### src/hw/rtl/pcgbr_pkg.sv
package pcgbr_pkg;

  localparam logic [63:0] PcgMult = 64'd6364136223846793005;
  localparam int unsigned MaxTries = 16;
  localparam int unsigned TryW = 5;

  localparam logic [0:0] KindDraw = 1'b0;
  localparam logic [0:0] KindSeed = 1'b1;

  localparam logic [0:0] RegStateSeed = 1'b0;
  localparam logic [0:0] RegStreamSeed = 1'b1;

  // Output word of one generator step, taken from the old state.
  function automatic logic [31:0] pcg_output(input logic [63:0] old);
    logic [63:0] x;
    logic [31:0] xs;
    logic [4:0]  rot;
    begin
      x   = (old >> 18) ^ old;
      xs  = x[58:27];
      rot = old[63:59];
      pcg_output = (xs >> rot) | (xs << ((6'd32 - {1'b0, rot}) & 6'd31));
    end
  endfunction

endpackage

### src/hw/rtl/pcgbr_lcg.sv
// One LCG step: state * multiplier + increment, computed with a 16x64
// partial product per cycle (four partial products a step).
module pcgbr_lcg import pcgbr_pkg::*; (
  input  logic        clk_i,
  input  logic        rst_ni,
  input  logic        start_i,
  input  logic [63:0] state_i,
  input  logic [63:0] inc_i,
  output logic        done_o,
  output logic [63:0] state_o
);

  logic [63:0] acc_q, acc_d;
  logic [63:0] src_q, src_d;
  logic [1:0]  cnt_q, cnt_d;
  logic        busy_q, busy_d;
  logic [15:0] mpart;
  logic [79:0] prod;
  logic [63:0] acc_sum;

  always_comb begin
    mpart   = PcgMult[16*cnt_q +: 16];
    prod    = {16'd0, src_q} * {64'd0, mpart};
    acc_sum = acc_q + (prod[63:0] << (16 * cnt_q));
  end

  always_comb begin
    acc_d  = acc_q;
    src_d  = src_q;
    cnt_d  = cnt_q;
    busy_d = busy_q;
    if (start_i) begin
      acc_d  = inc_i;
      src_d  = state_i;
      cnt_d  = 2'd0;
      busy_d = 1'b1;
    end else if (busy_q) begin
      acc_d = acc_sum;
      cnt_d = cnt_q + 2'd1;
      if (cnt_q == 2'd3) begin
        busy_d = 1'b0;
      end
    end
  end

  always_ff @(posedge clk_i or negedge rst_ni) begin
    if (!rst_ni) begin
      busy_q <= 1'b0;
      cnt_q  <= 2'd0;
    end else begin
      busy_q <= busy_d;
      cnt_q  <= cnt_d;
    end
  end

  always_ff @(posedge clk_i) begin
    acc_q <= acc_d;
    src_q <= src_d;
  end

  // The finished state is valid in the last partial-product cycle, so a new
  // step may be started in that same cycle.
  assign done_o  = busy_q && (cnt_q == 2'd3);
  assign state_o = acc_sum;

endmodule

### src/hw/rtl/pcgbr_mod.sv
// Remainder of a 64-bit dividend by a 33-bit divisor, restoring, one bit per cycle.
module pcgbr_mod (
  input  logic        clk_i,
  input  logic        rst_ni,
  input  logic        start_i,
  input  logic [63:0] dividend_i,
  input  logic [32:0] divisor_i,
  output logic        done_o,
  output logic [32:0] rem_o
);

  logic [63:0] num_q;
  logic [32:0] rem_q;
  logic [32:0] div_q;
  logic [6:0]  cnt_q;
  logic        busy_q;
  logic [33:0] trial;
  logic [33:0] diff;

  always_comb begin
    trial = {rem_q, num_q[63]};
    diff  = trial - {1'b0, div_q};
  end

  always_ff @(posedge clk_i or negedge rst_ni) begin
    if (!rst_ni) begin
      busy_q <= 1'b0;
      cnt_q  <= 7'd0;
      done_o <= 1'b0;
    end else begin
      done_o <= 1'b0;
      if (start_i) begin
        busy_q <= 1'b1;
        cnt_q  <= 7'd0;
      end else if (busy_q) begin
        cnt_q <= cnt_q + 7'd1;
        if (cnt_q == 7'd63) begin
          busy_q <= 1'b0;
          done_o <= 1'b1;
        end
      end
    end
  end

  always_ff @(posedge clk_i) begin
    if (start_i) begin
      num_q <= dividend_i;
      rem_q <= 33'd0;
      div_q <= divisor_i;
    end else if (busy_q) begin
      num_q <= {num_q[62:0], 1'b0};
      if (!diff[33]) begin
        rem_q <= diff[32:0];
      end else begin
        rem_q <= trial[32:0];
      end
    end
  end

  assign rem_o = rem_q;

endmodule

### src/hw/rtl/pcg32_bounded_random_top.sv
// Channel | Signals                                        | Direction
// in      | in_valid_i/in_ready_o, kind, low/high bound      | request in
// out     | out_valid_o/out_ready_i, value, bad_range        | result out
// cfg     | cfg_valid_i/cfg_ready_o, cfg_index, cfg_data     | register write
// A seed request runs two LCG steps; later seed requests are ignored.
// Reversed or equal bounds are answered straight from idle. Other draws run
// a remainder for the limit, two LCG steps per try, a remainder for the result.
// The bit-serial remainder unit is the slowest part of a draw.
// Reset clears generator state; a result waits in the output register
// while the out channel stalls, and no new request is taken meanwhile.
module pcg32_bounded_random_top import pcgbr_pkg::*; (
  input  logic        clk_i,
  input  logic        rst_ni,
  input  logic        in_valid_i,
  output logic        in_ready_o,
  input  logic        kind_i,
  input  logic [31:0] low_bound_i,
  input  logic [31:0] high_bound_i,
  output logic        out_valid_o,
  input  logic        out_ready_i,
  output logic [31:0] value_o,
  output logic        bad_range_o,
  input  logic        cfg_valid_i,
  output logic        cfg_ready_o,
  input  logic [0:0]  cfg_index_i,
  input  logic [63:0] cfg_data_i
);

  typedef enum logic [3:0] {
    StIdle, StSeed1, StSeed2, StLimit, StGenHi, StGenLo, StCheck,
    StFinal, StOut
  } state_e;

  state_e      st_q;
  logic [63:0] state_seed_q, stream_seed_q, gen_q, inc_q;
  logic        seeded_q;
  logic [31:0] low_q;
  logic [32:0] range_q, limit_q;
  logic [31:0] hi_q;
  logic [63:0] r_q;
  logic [TryW-1:0] tries_q;
  logic        lcg_start, lcg_done, mod_start, mod_done;
  logic [63:0] lcg_state;
  logic [63:0] mod_dividend;
  logic [32:0] mod_rem;
  logic [32:0] range_c;
  logic [63:0] r_c;

  assign cfg_ready_o = 1'b1;
  assign in_ready_o  = (st_q == StIdle);
  assign range_c = {high_bound_i[31], high_bound_i} - {low_bound_i[31], low_bound_i} + 33'd1;
  assign r_c = {hi_q, pcg_output(gen_q)};

  always_comb begin
    lcg_start = 1'b0;
    mod_start = 1'b0;
    mod_dividend = r_q;
    if (st_q == StIdle && in_valid_i && kind_i == KindSeed && !seeded_q) begin
      lcg_start = 1'b1;
    end
    if (st_q == StSeed1 && lcg_done) begin
      lcg_start = 1'b1;
    end
    if (st_q == StIdle && in_valid_i && kind_i == KindDraw &&
        $signed(high_bound_i) > $signed(low_bound_i)) begin
      mod_start = 1'b1;
      mod_dividend = 64'd0 - {31'd0, range_c};
    end
    if (st_q == StLimit && mod_done) begin
      lcg_start = 1'b1;
    end
    if (st_q == StGenHi && lcg_done) begin
      lcg_start = 1'b1;
    end
    if (st_q == StCheck) begin
      if (r_q >= {31'd0, limit_q} || tries_q == TryW'(MaxTries)) begin
        mod_start = 1'b1;
      end else begin
        lcg_start = 1'b1;
      end
    end
  end

  // The low word of a try comes from the state that the high word's step produced.
  pcgbr_lcg u_lcg (
    .clk_i, .rst_ni, .start_i(lcg_start),
    .state_i((st_q == StIdle) ? 64'd0 :
             (st_q == StSeed1) ? lcg_state + state_seed_q :
             (st_q == StGenHi) ? lcg_state : gen_q),
    .inc_i((st_q == StIdle) ? (stream_seed_q | 64'd1) : inc_q),
    .done_o(lcg_done), .state_o(lcg_state)
  );

  pcgbr_mod u_mod (
    .clk_i, .rst_ni, .start_i(mod_start), .dividend_i(mod_dividend),
    .divisor_i((st_q == StIdle) ? range_c : range_q),
    .done_o(mod_done), .rem_o(mod_rem)
  );

  always_ff @(posedge clk_i or negedge rst_ni) begin
    if (!rst_ni) begin
      st_q          <= StIdle;
      state_seed_q  <= 64'd0;
      stream_seed_q <= 64'd0;
      gen_q         <= 64'd0;
      inc_q         <= 64'd0;
      seeded_q      <= 1'b0;
      out_valid_o   <= 1'b0;
      value_o       <= 32'd0;
      bad_range_o   <= 1'b0;
      tries_q       <= '0;
      low_q         <= 32'd0;
      range_q       <= 33'd0;
      limit_q       <= 33'd0;
      hi_q          <= 32'd0;
      r_q           <= 64'd0;
    end else begin
      if (cfg_valid_i) begin
        case (cfg_index_i)
          RegStateSeed:  state_seed_q  <= cfg_data_i;
          RegStreamSeed: stream_seed_q <= cfg_data_i;
          default: ;
        endcase
      end
      case (st_q)
        StIdle: begin
          if (in_valid_i) begin
            low_q   <= low_bound_i;
            range_q <= range_c;
            tries_q <= '0;
            if (kind_i == KindSeed) begin
              if (!seeded_q) begin
                seeded_q <= 1'b1;
                inc_q    <= stream_seed_q | 64'd1;
                st_q     <= StSeed1;
              end
            end else if ($signed(high_bound_i) < $signed(low_bound_i)) begin
              value_o     <= 32'hFFFF_FFFF;
              bad_range_o <= 1'b1;
              out_valid_o <= 1'b1;
              st_q        <= StOut;
            end else if (high_bound_i == low_bound_i) begin
              value_o     <= low_bound_i;
              bad_range_o <= 1'b0;
              out_valid_o <= 1'b1;
              st_q        <= StOut;
            end else begin
              st_q <= StLimit;
            end
          end
        end
        StSeed1: if (lcg_done) st_q <= StSeed2;
        StSeed2: if (lcg_done) begin
          gen_q <= lcg_state;
          st_q  <= StIdle;
        end
        StLimit: if (mod_done) begin
          limit_q <= mod_rem;
          st_q    <= StGenHi;
        end
        StGenHi: if (lcg_done) begin
          hi_q  <= pcg_output(gen_q);
          gen_q <= lcg_state;
          st_q  <= StGenLo;
        end
        StGenLo: if (lcg_done) begin
          r_q     <= r_c;
          gen_q   <= lcg_state;
          tries_q <= tries_q + TryW'(1);
          st_q    <= StCheck;
        end
        StCheck: begin
          if (r_q >= {31'd0, limit_q} || tries_q == TryW'(MaxTries)) begin
            st_q <= StFinal;
          end else begin
            st_q <= StGenHi;
          end
        end
        StFinal: if (mod_done) begin
          value_o     <= low_q + mod_rem[31:0];
          bad_range_o <= 1'b0;
          out_valid_o <= 1'b1;
          st_q        <= StOut;
        end
        StOut: if (out_ready_i) begin
          out_valid_o <= 1'b0;
          st_q        <= StIdle;
        end
        default: st_q <= StIdle;
      endcase
    end
  end

endmodule

### config.mk
export PLATFORM = sky130hd
export DESIGN_NAME = pcg32_bounded_random_top
export DESIGN_NICKNAME = d
export VERILOG_FILES = /design/src/hw/rtl/pcgbr_pkg.sv /design/src/hw/rtl/pcgbr_lcg.sv /design/src/hw/rtl/pcgbr_mod.sv /design/src/hw/rtl/pcg32_bounded_random_top.sv
export SDC_FILE = /design/constraint.sdc
export NUM_CORES = 2
export LEC_CHECK = 0
export ABC_CLOCK_PERIOD_IN_PS = 17600
export BUFFER_PORTS_ARGS = -buffer_cell sky130_fd_sc_hd__buf_2
export CORE_AREA = 4 4 732 371
export CTS_CLUSTER_DIAMETER = 30
export DETAILED_ROUTE_END_ITERATION = 8
export DIE_AREA = 0 0 736 375
export GPL_ROUTABILITY_DRIVEN = 0
export PLACE_DENSITY = 0.41
export SYNTH_ARGS = -nofsm -noshare
export SYNTH_HDL_FRONTEND = slang
export SYNTH_SLANG_ARGS = --single-unit
### constraint.sdc
create_clock -name clk_i -period 17.6 [get_ports clk_i]
set_input_delay 1.76 -clock clk_i [delete_from_list [all_inputs] [get_ports clk_i]]
set_output_delay 1.76 -clock clk_i [all_outputs]
set_load 0.1 [all_outputs]
==> summary.md <==
| Metric | Value |
|---|---|
| Worst-Skew Late Latency | `0.77 ns` |
| F_max | `63.33 MHz` |
| RSZ-0062 raised after global routing | `no` |
| Clk buf depth | `3` |
| Largest net degree at the start of global routing | `140` |
| Critical path class | `flop to flop` |
| Grt peak-use layer | `met1` |
| Worst setup EP type | `flop` |
| PortBufs | `169` |
| Critical path data required time | `18.16 ns` |
| Syn nets | `9415` |
| Post-CTS Repair Setup Buffers | `0` |
| Via count | `59930` |
| Warnings, synthesis | `0` |
| CTS tree | `built` |
| Fin. Hold Viols | `0` |
| Slew @ Worst Pin | `1.375 ns` |
| Reg clk slew, reported paths | `0.06 ns` |
| Avg Inst Size Synth | `9.115 um^2` |
| Arrival @ worst endpoint | `16.35 ns` |
| Sequential share of the synthesized area | `27.12%` |
| Initial antenna violation count | `48` |
| TNS Setup | `0 ns` |
| Post-CTS Hold Buffers | `0` |
| Synth Instances | `8113` |
| DRT iter0 DRCs | `6690` |
| PostCTS Resize Cnt | `0` |
| Synth top area share | `18.92%` |
| Initial Utilization | `27.88%` |
| Most common cell in the netlist | `inv_1` |
| Nets@finish | `9422` |
| Routing usage on met1 | `36.84%` |
| Clk_skew | `0.07483 ns` |
| Die Y-Extent | `375 um` |
| Area growth syn-to-layout | `12.04%` |
| Critical Path Fanout Max | `32` |
| Top_reg_cell synth | `dfrtp_1` |
| Max Slew Vio Count | `0` |
| Max Cap Viol | `0` |
| Global-route wire length before repair | `422800 um` |
| Drt via density | `5.092` |
| GRT met3 Usage | `7.447%` |
| Rel. slew slack | `7.714%` |
| Hold crit path type | `flop to flop` |
| Clock Sinks | `763` |
| Area leader, netlist | `fa_1` |
| Area contributors post-synth | `fa_1 19%, dfrtp_1 17%, edfxtp_1 9.1%` |
| Most common library cells after synthesis | `1022 x inv_1, 976 x nand2_1, 699 x fa_1` |
| Num CTS Buffers | `116` |
| Slowest stage delay, CP | `0.81 ns` |
| Number of flops mapped to enable cells by yosys | `225` |
| Final HPWL DP | `238300 um` |
| Synth cell types | `112` |
| Async SR Flop Fraction | `66.19%` |
| # setup viols final | `0` |
| Drt wl/cell | `24.76 um` |
| H-tree Lvls | `3` |
| I/O pins | `171` |
| Period Utilization, post-route | `89.72%` |
| Status | `completed` |
| Crit path time final | `15.79 ns` |
| DRT Pass-1 Iters | `6` |
| Slowest CP cell | `dfrtp_4` |
| Met2 usage | `22.38%` |
| Cell row count | `134` |
| Core area | `265200 um^2` |
| Tot GR Track Use | `20.81%` |
| Share of layout cells above drive strength 1 | `10.63%` |
| Die area | `276000 um^2` |
| Worst Setup Start Kind | `flop` |
| Root Buffer | `clkbuf_16` |
| DRT Wirelength | `291400 um` |
| Post-Syn Area | `73950 um^2` |
| Die width | `736 um` |
| DRC | `0` |
| Antenna violation net count after detailed routing | `0` |
| Vias in the first global route | `57410` |
| Grt total ovfl | `0` |
| Synth Register Bits | `763` |
| Fill cells | `27920` |
[cell families after synthesis]
logic type / share of synthesized area, %
other cells: 0.005071
xor+xnor: 4.248
compound gates: 14.40
buf+inv: 7.290
fa+ha+maj: 26.84
simple gates: 13.91
flops: 27.12
mux: 6.184
[area by class of cell]
class	count	area, um^2	area share [%]
antenna	8	20.02	0.02416
clock buffer	129	3033	3.660
timing repair buffer	268	1637	1.975
tap	3536	4424	5.339
multi-input combinational	5941	48670	58.73
clock inverter	93	1147	1.385
inverter	1030	3871	4.672
sequential	763	20060	24.21
[registers in the layout, indices dropped and copies added (netlist names), 2 cells and up]
register / cells
gen_q: 64
inc_q: 64
r_q: 64
state_seed_q: 64
u_lcg.acc_q: 64
u_lcg.src_q: 64
u_mod.num_q: 64
stream_seed_q: 63
limit_q: 33
range_q: 33
u_mod.div_q: 33
u_mod.rem_o: 33
hi_q: 32
low_q: 32
value_o: 32
u_mod.cnt_q: 7
tries_q: 5
st_q: 4
u_lcg.cnt_q: 2
[stage by stage]
step | instance area, um^2 | hold slack (ns) | cells | util (%) | setup WS, ns
2_1_floorplan | 73950 | 0.4331 | 8113 | - | 4.966
3_3_place_gp | 78640 | 0.4469 | 11540 | 29.65 | 2.595
3_5_place_dp | 78640 | 0.4548 | 11540 | 29.65 | 2.624
4_1_cts | 82820 | 0.4675 | 11760 | 31.23 | 2.484
5_1_grt | 82840 | 0.4814 | 11760 | 31.23 | 1.102
6_report | 82860 | 0.4621 | 11770 | 31.24 | 1.809
[cells in the final DEF (no fill, tap or decap), types with 78 or more instances in the layout]
cell type / instances
inv_1: 1021
nand2_1: 969
fa_1: 699
a21oi_1: 554
nor2_1: 520
dfrtp_1: 501
o21ai_0: 486
ha_1: 461
mux2_2: 280
xnor2_1: 226
edfxtp_1: 225
and2_1: 186
buf_2: 168
a21o_1: 164
nand2b_1: 129
xor2_1: 127
clkbuf_16: 117
mux2i_1: 107
buf_4: 95
a211oi_1: 89
nand3_1: 86
nor2b_1: 84
a31oi_1: 78
[worst max-delay path: cells and delay by family (launching register included)]
family / cells / cell delay, ns
DFF: 1 / 0.81
AOI/OAI and AO/OA: 15 / 3.92
and+or+nand+nor: 16 / 3.35
xor gates and xnor gates: 3 / 1.19
adders and majority gates: 10 / 4.54
buffers and inverters: 7 / 1.65
[layer usage]
layer / wire, um / part of all wire, %
met1: 163400 / 56
met2: 91890 / 32
met3: 33470 / 11
met4: 2654 / 0.91
met5: 0 / 0
[final timing paths]
path	end	slack [ns]	start	cells after the start
max in group asynchronous	state_seed_q[1]$_DFFE_PN0P_	13.66	rst_ni	4
setup / recovery	u_lcg.src_q[63]$_SDFFCE_PP0N_	1.81	u_lcg.cnt_q[0]$_DFFE_PN0P_	51
hold reg to reg	r_q[45]$_DFFE_PN0P_	0.46	hi_q[13]$_DFFE_PN0P_	2
hold / removal	r_q[45]$_DFFE_PN0P_	0.46	hi_q[13]$_DFFE_PN0P_	2
min in group asynchronous	stream_seed_q[62]$_DFFE_PN0P_	1.01	rst_ni	1
setup reg to reg	u_lcg.src_q[63]$_SDFFCE_PP0N_	1.81	u_lcg.cnt_q[0]$_DFFE_PN0P_	51
Power is not shown: default switching activity piles up to over one toggle a cycle in this logic, so the estimate is an artifact.
